--- src/hw/rtl/zcdp_pkg.sv ---
// Shared types, constants and helper functions for the ZIP central directory parser.
// No dependencies; every other RTL file imports this package.
`default_nettype none
package zcdp_pkg;

    localparam int NAME_LIMIT = 256;
    localparam int EMIT_W     = $clog2(NAME_LIMIT);
    localparam int POS_W      = 18;

    localparam logic [31:0] SIG_CENTRAL    = 32'h02014b50;
    localparam logic [31:0] SIZE_ESCAPE    = 32'hFFFFFFFF;
    localparam logic [31:0] UNPACK_DEFAULT = 32'h10000000;

    // Header field byte positions (last byte of each field; first name byte for POS_NAME)
    localparam logic [POS_W-1:0] POS_SIG     = 18'd3;
    localparam logic [POS_W-1:0] POS_FLAGS   = 18'd9;
    localparam logic [POS_W-1:0] POS_METHOD  = 18'd11;
    localparam logic [POS_W-1:0] POS_CRC     = 18'd19;
    localparam logic [POS_W-1:0] POS_PACKED  = 18'd23;
    localparam logic [POS_W-1:0] POS_UNPACK  = 18'd27;
    localparam logic [POS_W-1:0] POS_NAMELEN = 18'd29;
    localparam logic [POS_W-1:0] POS_EXTRA   = 18'd31;
    localparam logic [POS_W-1:0] POS_COMMENT = 18'd33;
    localparam logic [POS_W-1:0] POS_OFFSET  = 18'd45;
    localparam logic [POS_W-1:0] POS_NAME    = 18'd46;

    // Register indexes (paddr[3:2])
    localparam logic [1:0] REG_ENTRY_COUNT    = 2'd0;
    localparam logic [1:0] REG_DIRECTORY_SIZE = 2'd1;
    localparam logic [1:0] REG_MAX_UNPACKED   = 2'd2;

    localparam logic [1:0] KIND_CHAR   = 2'd0;
    localparam logic [1:0] KIND_ACCEPT = 2'd1;
    localparam logic [1:0] KIND_SKIP   = 2'd2;
    localparam logic [1:0] KIND_FAULT  = 2'd3;

    localparam logic [3:0] SKIP_NONE      = 4'd0;
    localparam logic [3:0] SKIP_ENCRYPTED = 4'd1;
    localparam logic [3:0] SKIP_METHOD    = 4'd2;
    localparam logic [3:0] SKIP_ESCAPE    = 4'd3;
    localparam logic [3:0] SKIP_TOO_LARGE = 4'd4;
    localparam logic [3:0] SKIP_NAME_LEN  = 4'd5;
    localparam logic [3:0] SKIP_EMPTY     = 4'd6;
    localparam logic [3:0] SKIP_DIRECTORY = 4'd7;
    localparam logic [3:0] SKIP_STORE     = 4'd8;

    localparam logic [1:0] FAULT_SIGNATURE = 2'd1;
    localparam logic [1:0] FAULT_OVERRUN   = 2'd2;

    localparam logic [15:0] METHOD_STORE   = 16'd0;
    localparam logic [15:0] METHOD_DEFLATE = 16'd8;

    localparam logic [7:0] CH_NUL       = 8'h00;
    localparam logic [7:0] CH_DOT       = 8'h2E;
    localparam logic [7:0] CH_SLASH     = 8'h2F;
    localparam logic [7:0] CH_BACKSLASH = 8'h5C;
    localparam logic [7:0] CH_UPPER_A   = 8'h41;
    localparam logic [7:0] CH_UPPER_Z   = 8'h5A;
    localparam logic [7:0] CASE_OFFSET  = 8'h20;

    typedef enum logic [1:0] {
        PH_LEAD = 2'd0,
        PH_DOT  = 2'd1,
        PH_COPY = 2'd2,
        PH_STOP = 2'd3
    } phase_t;

    typedef struct packed {
        phase_t            phase;
        logic              pending_dot;
        logic [EMIT_W-1:0] emitted;
        logic [7:0]        last_char;
        logic [1:0]        qlen;
        logic [7:0]        q0;
        logic [7:0]        q1;
    } norm_state_t;

    typedef struct packed {
        logic [POS_W-1:0] position;
        logic [31:0]      header_shift;
        logic [15:0]      flag_word;
        logic [15:0]      method_word;
        logic [31:0]      crc_hold;
        logic [31:0]      packed_hold;
        logic [31:0]      unpacked_hold;
        logic [15:0]      name_bytes;
        logic [15:0]      extra_bytes;
        logic [15:0]      comment_bytes;
        logic [31:0]      offset_hold;
        logic [3:0]       skip_code;
        norm_state_t      norm;
    } rec_t;

    typedef struct packed {
        logic [15:0] entry_count;
        logic [31:0] directory_size;
        logic [31:0] max_unpacked;
    } cfg_t;

    typedef struct packed {
        logic [1:0]  kind;
        logic [7:0]  name_char;
        logic [15:0] entry_number;
        logic        is_deflate;
        logic [31:0] crc_value;
        logic [31:0] packed_size;
        logic [31:0] unpacked_size;
        logic [31:0] header_offset;
        logic [7:0]  name_length;
        logic [3:0]  skip_reason;
        logic [1:0]  fault_code;
        logic        last;
    } res_t;

    function automatic logic is_slash(input logic [7:0] b);
        return (b == CH_SLASH) || (b == CH_BACKSLASH);
    endfunction

    // Map and queue one name character, honoring the name limit
    function automatic norm_state_t produce_char(input norm_state_t s, input logic [7:0] c);
        norm_state_t r;
        logic [7:0]  m;
        r = s;
        m = c;
        if (s.emitted >= EMIT_W'(NAME_LIMIT - 1))
        begin
            r.phase = PH_STOP;
        end
        else
        begin
            if (m == CH_BACKSLASH)
            begin
                m = CH_SLASH;
            end
            if (m >= CH_UPPER_A && m <= CH_UPPER_Z)
            begin
                m = m + CASE_OFFSET;
            end
            if (s.qlen == 2'd0)
            begin
                r.q0   = m;
                r.qlen = 2'd1;
            end
            else if (s.qlen == 2'd1)
            begin
                r.q1   = m;
                r.qlen = 2'd2;
            end
            r.emitted   = s.emitted + EMIT_W'(1);
            r.last_char = m;
        end
        return r;
    endfunction

endpackage
`default_nettype wire

--- src/hw/rtl/zcdp_cfg.sv ---
// APB register file for the ZIP central directory parser: entry count,
// directory size and size limit. Depends on zcdp_pkg.
`default_nettype none
module zcdp_cfg
    import zcdp_pkg::*;
(
    input  wire logic        clk,
    input  wire logic        rst_n,
    input  wire logic        psel,
    input  wire logic        penable,
    input  wire logic        pwrite,
    input  wire logic [3:0]  paddr,
    input  wire logic [31:0] pwdata,
    output logic [31:0]      prdata,
    output logic             pready,
    output cfg_t             cfg
);

    cfg_t cfg_reg;
    logic wr_en;

    assign pready = 1'b1;
    assign wr_en  = psel && penable && pwrite;
    assign cfg    = cfg_reg;

    always_ff @(posedge clk or negedge rst_n)
    begin
        if (!rst_n)
        begin
            cfg_reg.entry_count    <= '0;
            cfg_reg.directory_size <= '0;
            cfg_reg.max_unpacked   <= UNPACK_DEFAULT;
        end
        else if (wr_en)
        begin
            case (paddr[3:2])
                REG_ENTRY_COUNT:    cfg_reg.entry_count    <= pwdata[15:0];
                REG_DIRECTORY_SIZE: cfg_reg.directory_size <= pwdata;
                REG_MAX_UNPACKED:   cfg_reg.max_unpacked   <= pwdata;
                default:            ;
            endcase
        end
    end

    always_comb
    begin
        case (paddr[3:2])
            REG_ENTRY_COUNT:    prdata = {16'd0, cfg_reg.entry_count};
            REG_DIRECTORY_SIZE: prdata = cfg_reg.directory_size;
            REG_MAX_UNPACKED:   prdata = cfg_reg.max_unpacked;
            default:            prdata = '0;
        endcase
    end

endmodule
`default_nettype wire

--- src/hw/rtl/zcdp_norm.sv ---
// Name normalizer step: strips leading slashes and dot prefixes, then copies
// mapped characters into the two-entry queue. Depends on zcdp_pkg.
`default_nettype none
module zcdp_norm
    import zcdp_pkg::*;
(
    input  wire norm_state_t cur,
    input  wire logic [7:0]  b,
    input  wire logic        last_name_byte,
    output norm_state_t      nxt
);

    always_comb
    begin
        norm_state_t s;
        logic        done;
        s    = cur;
        done = 1'b0;
        if (s.phase == PH_LEAD)
        begin
            if (is_slash(b))
            begin
                done = 1'b1;
            end
            else
            begin
                s.phase = PH_DOT;
            end
        end
        if (!done && s.phase == PH_DOT)
        begin
            if (s.pending_dot)
            begin
                s.pending_dot = 1'b0;
                if (is_slash(b))
                begin
                    done = 1'b1;
                end
                else
                begin
                    s.phase = PH_COPY;
                    s       = produce_char(s, CH_DOT);
                end
            end
            else if (b == CH_DOT && !last_name_byte)
            begin
                s.pending_dot = 1'b1;
                done          = 1'b1;
            end
            else
            begin
                s.phase = PH_COPY;
            end
        end
        if (!done && s.phase == PH_COPY)
        begin
            if (b == CH_NUL)
            begin
                s.phase = PH_STOP;
            end
            else
            begin
                s = produce_char(s, b);
            end
        end
        nxt = s;
    end

endmodule
`default_nettype wire

--- src/hw/rtl/zip_central_directory_parser.sv ---
// ZIP central directory parser, top level: input register, record parser and
// output register with skid stage. Depends on zcdp_pkg, zcdp_cfg, zcdp_norm.
//
// The block takes one central directory byte per beat on data_byte and returns
// name characters, one descriptor per record (accepted or skipped with a
// reason) and at most one fault, after which bytes are swallowed until reset.
// A byte is held in the input register, is parsed by short logic against the
// record state and its result (if any) lands in the output register, so the
// sustained rate is one byte per clock while results are taken. A two-deep
// output (register plus skid) keeps the input flowing while one result is
// stalled; the input stalls only once both output slots are full. Program
// entry_count, directory_size and max_unpacked over APB while the stream is
// idle; nothing needs clearing after reset.
`default_nettype none
module zip_central_directory_parser
    import zcdp_pkg::*;
(
    input  wire logic        clk,
    input  wire logic        rst_n,
    // APB configuration
    input  wire logic        psel,
    input  wire logic        penable,
    input  wire logic        pwrite,
    input  wire logic [3:0]  paddr,
    input  wire logic [31:0] pwdata,
    output logic [31:0]      prdata,
    output logic             pready,
    // byte stream
    input  wire logic        byte_valid,
    output logic             byte_stall,
    input  wire logic [7:0]  data_byte,
    // results
    output logic             result_valid,
    input  wire logic        result_stall,
    output logic [1:0]       kind,
    output logic [7:0]       name_char,
    output logic [15:0]      entry_number,
    output logic             is_deflate,
    output logic [31:0]      crc_value,
    output logic [31:0]      packed_size,
    output logic [31:0]      unpacked_size,
    output logic [31:0]      header_offset,
    output logic [7:0]       name_length,
    output logic [3:0]       skip_reason,
    output logic [1:0]       fault_code,
    output logic             last
);

    cfg_t        cfg;
    norm_state_t norm_out;

    logic        in_full_reg, in_full_next;
    logic [7:0]  in_byte_reg;
    logic        skid_valid_reg, out_valid_reg;
    res_t        skid_reg, out_reg;

    rec_t        rec_reg, rec_next;
    logic [31:0] bc_reg, bc_next;
    logic [15:0] rd_reg, rd_next;
    logic        halted_reg, halted_next;

    logic        go, accept, take, out_free;
    logic        res_valid;
    res_t        res;

    logic [POS_W-1:0] p, end_pos, name_off;
    logic [31:0]      hs_new;
    logic             norm_en, last_nb;
    logic [32:0]      start_sum;
    logic [33:0]      rec_sum;

    zcdp_cfg u_cfg (
        .clk     (clk),
        .rst_n   (rst_n),
        .psel    (psel),
        .penable (penable),
        .pwrite  (pwrite),
        .paddr   (paddr),
        .pwdata  (pwdata),
        .prdata  (prdata),
        .pready  (pready),
        .cfg     (cfg)
    );

    assign p        = rec_reg.position;
    assign name_off = p - POS_OFFSET;
    assign last_nb  = (name_off == POS_W'(rec_reg.name_bytes));
    assign norm_en  = (p >= POS_NAME) && ((p - POS_NAME) < POS_W'(rec_reg.name_bytes))
                      && (rec_reg.skip_code == SKIP_NONE);

    zcdp_norm u_norm (
        .cur            (rec_reg.norm),
        .b              (in_byte_reg),
        .last_name_byte (last_nb),
        .nxt            (norm_out)
    );

    // Parser advances only while the skid slot is free
    assign go         = !skid_valid_reg;
    assign byte_stall = in_full_reg && skid_valid_reg;
    assign accept     = byte_valid && !byte_stall;
    assign take       = out_valid_reg && !result_stall;
    assign out_free   = !out_valid_reg || take;

    assign hs_new    = {in_byte_reg, rec_reg.header_shift[31:8]};
    assign end_pos   = POS_OFFSET + POS_W'(rec_reg.name_bytes) + POS_W'(rec_reg.extra_bytes)
                       + POS_W'(rec_reg.comment_bytes);
    assign start_sum = {1'b0, bc_reg} + 33'd46;
    assign rec_sum   = {2'b0, bc_reg} + 34'd1 + 34'(rec_reg.name_bytes)
                       + 34'(rec_reg.extra_bytes) + 34'(rec_reg.comment_bytes);

    always_comb
    begin
        logic [3:0]  reason;
        logic [15:0] em16;
        rec_next    = rec_reg;
        bc_next     = bc_reg;
        rd_next     = rd_reg;
        halted_next = halted_reg;
        res_valid   = 1'b0;
        res         = '0;
        res.entry_number = rd_reg;
        reason      = SKIP_NONE;
        em16        = '0;

        if (go && in_full_reg && !halted_reg)
        begin
            if (p == '0 && rd_reg >= cfg.entry_count)
            begin
                // all records parsed: drop the byte
            end
            else if (p == '0 && start_sum > {1'b0, cfg.directory_size})
            begin
                res_valid      = 1'b1;
                res.kind       = KIND_FAULT;
                res.fault_code = FAULT_OVERRUN;
                res.last       = 1'b1;
                halted_next    = 1'b1;
            end
            else if (p == POS_SIG && hs_new != SIG_CENTRAL)
            begin
                res_valid      = 1'b1;
                res.kind       = KIND_FAULT;
                res.fault_code = FAULT_SIGNATURE;
                res.last       = 1'b1;
                halted_next    = 1'b1;
            end
            else if (p == POS_OFFSET && rec_sum > {2'b0, cfg.directory_size})
            begin
                res_valid      = 1'b1;
                res.kind       = KIND_FAULT;
                res.fault_code = FAULT_OVERRUN;
                res.last       = 1'b1;
                halted_next    = 1'b1;
            end
            else
            begin
                bc_next               = bc_reg + 32'd1;
                rec_next.header_shift = hs_new;
                case (p)
                    POS_FLAGS:   rec_next.flag_word     = hs_new[31:16];
                    POS_METHOD:  rec_next.method_word   = hs_new[31:16];
                    POS_CRC:     rec_next.crc_hold      = hs_new;
                    POS_PACKED:  rec_next.packed_hold   = hs_new;
                    POS_UNPACK:  rec_next.unpacked_hold = hs_new;
                    POS_NAMELEN: rec_next.name_bytes    = hs_new[31:16];
                    POS_EXTRA:   rec_next.extra_bytes   = hs_new[31:16];
                    POS_COMMENT: rec_next.comment_bytes = hs_new[31:16];
                    POS_OFFSET:
                    begin
                        rec_next.offset_hold = hs_new;
                        if (rec_reg.flag_word[0])
                            rec_next.skip_code = SKIP_ENCRYPTED;
                        else if (rec_reg.method_word != METHOD_STORE
                                 && rec_reg.method_word != METHOD_DEFLATE)
                            rec_next.skip_code = SKIP_METHOD;
                        else if (rec_reg.packed_hold == SIZE_ESCAPE
                                 || rec_reg.unpacked_hold == SIZE_ESCAPE)
                            rec_next.skip_code = SKIP_ESCAPE;
                        else if (rec_reg.unpacked_hold > cfg.max_unpacked)
                            rec_next.skip_code = SKIP_TOO_LARGE;
                        else if (rec_reg.name_bytes == '0
                                 || rec_reg.name_bytes >= 16'(NAME_LIMIT))
                            rec_next.skip_code = SKIP_NAME_LEN;
                    end
                    default: ;
                endcase

                if (norm_en)
                begin
                    rec_next.norm = norm_out;
                end

                if (p >= POS_OFFSET && p == end_pos)
                begin
                    // record ends: build the descriptor from the updated state
                    reason = rec_next.skip_code;
                    if (reason == SKIP_NONE)
                    begin
                        if (rec_next.norm.emitted == '0)
                            reason = SKIP_EMPTY;
                        else if (rec_next.norm.last_char == CH_SLASH)
                            reason = SKIP_DIRECTORY;
                        else if (rec_next.method_word == METHOD_STORE
                                 && rec_next.packed_hold != rec_next.unpacked_hold)
                            reason = SKIP_STORE;
                    end
                    em16              = 16'(rec_next.norm.emitted);
                    res_valid         = 1'b1;
                    res.kind          = (reason != SKIP_NONE) ? KIND_SKIP : KIND_ACCEPT;
                    res.name_char     = (rec_next.norm.qlen != 2'd0) ? rec_next.norm.q0 : 8'd0;
                    res.is_deflate    = (rec_next.method_word == METHOD_DEFLATE);
                    res.crc_value     = rec_next.crc_hold;
                    res.packed_size   = rec_next.packed_hold;
                    res.unpacked_size = rec_next.unpacked_hold;
                    res.header_offset = rec_next.offset_hold;
                    res.name_length   = (em16 > 16'd255) ? 8'hFF : em16[7:0];
                    res.skip_reason   = reason;
                    res.last          = ({1'b0, rd_reg} + 17'd1 == {1'b0, cfg.entry_count});
                    rd_next           = rd_reg + 16'd1;
                    rec_next          = '0;
                end
                else
                begin
                    rec_next.position = p + POS_W'(1);
                    if (p >= POS_NAME && rec_next.norm.qlen != 2'd0)
                    begin
                        // drain the queue head as a name character
                        res_valid          = 1'b1;
                        res.kind           = KIND_CHAR;
                        res.name_char      = rec_next.norm.q0;
                        rec_next.norm.q0   = rec_next.norm.q1;
                        rec_next.norm.q1   = 8'd0;
                        rec_next.norm.qlen = rec_next.norm.qlen - 2'd1;
                    end
                end
            end
        end
    end

    always_comb
    begin
        if (accept)
            in_full_next = 1'b1;
        else if (go)
            in_full_next = 1'b0;
        else
            in_full_next = in_full_reg;
    end

    always_ff @(posedge clk or negedge rst_n)
    begin
        if (!rst_n)
        begin
            in_full_reg    <= 1'b0;
            rec_reg        <= '0;
            bc_reg         <= '0;
            rd_reg         <= '0;
            halted_reg     <= 1'b0;
            out_valid_reg  <= 1'b0;
            skid_valid_reg <= 1'b0;
        end
        else
        begin
            in_full_reg <= in_full_next;
            rec_reg     <= rec_next;
            bc_reg      <= bc_next;
            rd_reg      <= rd_next;
            halted_reg  <= halted_next;
            // hold results in output then skid, in order
            if (skid_valid_reg)
            begin
                if (out_free)
                begin
                    out_valid_reg  <= 1'b1;
                    skid_valid_reg <= 1'b0;
                end
            end
            else if (res_valid)
            begin
                if (out_free)
                    out_valid_reg <= 1'b1;
                else
                    skid_valid_reg <= 1'b1;
            end
            else if (take)
            begin
                out_valid_reg <= 1'b0;
            end
        end
    end

    always_ff @(posedge clk)
    begin
        if (accept)
            in_byte_reg <= data_byte;
        if (skid_valid_reg)
        begin
            if (out_free)
                out_reg <= skid_reg;
        end
        else if (res_valid)
        begin
            if (out_free)
                out_reg <= res;
            else
                skid_reg <= res;
        end
    end

    assign result_valid  = out_valid_reg;
    assign kind          = out_reg.kind;
    assign name_char     = out_reg.name_char;
    assign entry_number  = out_reg.entry_number;
    assign is_deflate    = out_reg.is_deflate;
    assign crc_value     = out_reg.crc_value;
    assign packed_size   = out_reg.packed_size;
    assign unpacked_size = out_reg.unpacked_size;
    assign header_offset = out_reg.header_offset;
    assign name_length   = out_reg.name_length;
    assign skip_reason   = out_reg.skip_reason;
    assign fault_code    = out_reg.fault_code;
    assign last          = out_reg.last;

endmodule
`default_nettype wire
--- config.mk ---
export PLATFORM = sky130hd
export DESIGN_NAME = zip_central_directory_parser
export DESIGN_NICKNAME = d
export VERILOG_FILES = /design/src/hw/rtl/zcdp_pkg.sv /design/src/hw/rtl/zcdp_cfg.sv /design/src/hw/rtl/zcdp_norm.sv /design/src/hw/rtl/zip_central_directory_parser.sv
export SDC_FILE = /design/constraint.sdc
export NUM_CORES = 2
export LEC_CHECK = 0
export BUFFER_PORTS_ARGS = -buffer_cell sky130_fd_sc_hd__clkbuf_2
export CAP_MARGIN = 10
export CORE_MARGIN = 2
export CORE_UTILIZATION = 49
export CTS_BUF_LIST = sky130_fd_sc_hd__clkbuf_8
export DETAILED_ROUTE_END_ITERATION = 16
export GPL_ROUTABILITY_DRIVEN = 1
export PLACE_DENSITY = 0.73
export SKIP_LAST_GASP = 1
export SYNTH_ARGS = -nofsm -noshare
export SYNTH_HDL_FRONTEND = slang
export SYNTH_SLANG_ARGS = --single-unit
--- constraint.sdc ---
create_clock -name clk -period 51.5 [get_ports clk]
set_input_delay 5.15 -clock clk [delete_from_list [all_inputs] [get_ports clk]]
set_output_delay 5.15 -clock clk [all_outputs]
set_load 0.005 [all_outputs]
==> metrics <==
number of post-CTS setup repair buffers 0; clock buffer depth 3; sequential power share 46.6%; Worst Hold Endpoint rec_reg[188]$_DFFE_PN0P_; RePlAce Congestion 0.9572; post_cts resized 0; first-pass GRT wire length 191200 microns; worst min path class reg2reg; share of async-settable or async-resettable flops after synthesis between 50% and 60%; Slew headroom 18.76%; Avg Vias per Cell around 6.0; Die Wd 298.4 microns; DRT Pass-1 Iters 9; hold_buf cts 0; TritonCTS clock tree yes; share of cells above drive strength 1 approximately an eighth; Synth Area per Inst ~10 sq um; largest family of logic cells by synthesized area compound AO/OA/AOI/OAI gates; hpwl dp around 85000 microns; Largest register FFs ~230; Synth Area in Adders roughly 7.6%; Initial Util between 40% and 50%; CP Capture Type primary output; ANT nets after route 0; syn nets between 4000 and 5000; max_cap viols 0; Worst Path Class, Setup in2out; nets@finish 4701; P_int approximately 1100 uW; Final Hold Vio Count 0; Mapped Area 0.04248 sq mm; die height roughly 300 microns; Worst-Skew Late Latency 0.79 ns; Synth cell types 94; Max Clock Freq about 84 MHz; Syn. warnings 0; Synth Register Bits roughly 760; fin crit share between 20% and 30%; most frequent cells in the layout nand2_1 (599), dfrtp_1 (406), edfxtp_1 (348); GRT Total Usage about 27%; Sw Share 33.39%; R2R Path End unpacked_size[9]$_DFFE_PP_; unrepaired setup endpoints after global routing false; Die ar. ~0.089 sq mm; Area growth, synth to finish 10.90%; leading area contributor after synthesis edfxtp_1; GRT overflow 0; P_sw 528.5 uW; XOR/XNOR share of the synthesized area between 4 and 5%; R2R setup slack around 41 ns; mux share of post-synthesis cell area under 10%; Clock transition at path regs about 0.06 ns; final wirelength approximately 120000 microns; cell count after synthesis roughly 4300; max-slew violation count 0; Comb power frac 20.2%; Synth Area in Compound Gates approximately 16%; FF-to-FF path depth 33; Synth Area in Simple Gates between 10 and 15%; minimum clock period roughly 12 ns; FF+latch area between 0.02 and 0.025 sq mm; largest net degree at the start of global routing about 160; Synth Flop Type dfrtp_1; hold_sp rec_reg[188]$_DFFE_PN0P_; clk_skew 0.04347 ns; critical path required time between 40 and 50 ns; P_leak 0.02138 uW; area occupied by multi-input gates a little under 0.02 sq mm; Sink Count ~760; Hold Path Stages 2; most common cell after layout, fill and taps aside nand2_1; vias in the first global route ~32000; IO Port Bufs 252; Worst Tran Pin Value between 1 and 1.5 ns; fillers roughly 7400; CORE AREA 0.08555 sq mm; clock power share 33.2%; Root Driver clkbuf_8; status finished, final reports clean; Post-synth EDFFs 348; Worst Path Arrival between 6 and 7 ns; H-Tree Depth 3; sum of negative setup slack 0 ns; row count approximately 110; Setup violations, final 0; total power after layout 1583 uW; initial antenna violation count 4; # IOs roughly 260; Peak VDD IR ~0.021 mV; initial drt markers roughly 3700; CTS Buf Count 120; register area share after synthesis about half; via count between 30000 and 40000; PwrDens ~34 mW/mm^2; Area contributors post-synth edfxtp_1 (25%), dfrtp_1 (24%), ha_1 (6.0%); r2r startpoint rec_reg[106]$_DFFE_PN0P_; DRC viols 0; top cell type's share of synthesized area about 25%; DR WL/cell around 22 microns; crit-path max FO 33; Worst setup SP type primary input
-- power by group through the flow --
stage	Combinational (uW)	Sequential, uW	Clock (uW)
after floorplan	216	710	0
after global placement	304	745	0
after detailed placement	310	747	0
after CTS	313	735	533
after global routing	347	742	559
final	320	737	525
-- cells in the mapped netlist, drive strengths merged (22+ instances only) --
cell type / number
nor2: 224
a32o: 36
xnor2: 172
xor2: 68
mux2: 37
edfxtp: 348
inv: 255
nand4: 79
nor3: 103
ha: 204
dfrtp: 407
nor4: 56
clkbuf: 209
nor2b: 39
o21ai: 306
buf: 65
nand2b: 22
mux2i: 86
a211oi: 22
fa: 34
a22o: 103
a21o: 203
nand3: 93
nand2: 599
a21oi: 174
-- worst max path at each step --
stage | startpoint | to | cells past startpoint
2_1_floorplan | rec_reg[106]$_DFFE_PN0P_ | skid_reg[0]$_DFFE_PP_ | 29
3_3_place_gp | paddr[2] | prdata[17] | 5
3_5_place_dp | paddr[2] | prdata[17] | 5
4_1_cts | paddr[2] | prdata[13] | 6
5_1_grt | paddr[2] | prdata[13] | 6
6_report | paddr[2] | prdata[13] | 6
-- stage by stage --
stage                     worst slack, ns  utilization, %  area [sq um]  instances  hold WS, ns
after global placement              39.69           52.15         44620       5432       0.4641
after CTS                           39.70           55.03         47080       5658       0.4845
after detailed placement            39.70           52.15         44620       5432       0.4701
after global routing                39.60           55.07         47110       5664       0.5010
final                               39.66           55.07         47110       5664       0.4758
after floorplan                     33.08               -         42480       4250       0.4359
-- worst max-delay path, cell delays in order --
cell and delay (ns):
clkbuf_2 0.39, nor2b_2 0.23, buf_4 0.38, nand2_1 0.09
o21ai_0 0.22, clkbuf_2 0.21
-- logic make-up after synthesis --
group	count (synthesis)
AND/OR/NAND/NOR	1330
AO/OA/AOI/OAI	1032
flip-flops	756
buffers and inverters	529
XOR/XNOR	240
adder cells (fa/ha/maj)	239
multiplexers	123
other	1
-- cell type report --
cell class	instances	area share, %
timing repair buffer	314	3.729
tap	1144	3.038
sequential	756	43.86
multi-input combinational	2965	42.09
inverter	255	2.032
clock inverter	86	1.139
antenna	4	0.02125
clock buffer	140	4.090
-- metal layers --
layer,track usage (%),vias to the layer above,share of wire (%)
li1,-,15490,-
met1,36.58,16610,41
met2,43.40,1525,46
met3,4.449,339,7.6
met4,12.93,0,4.8
met5,0,-,0
(Power assumes the default switching activity.)
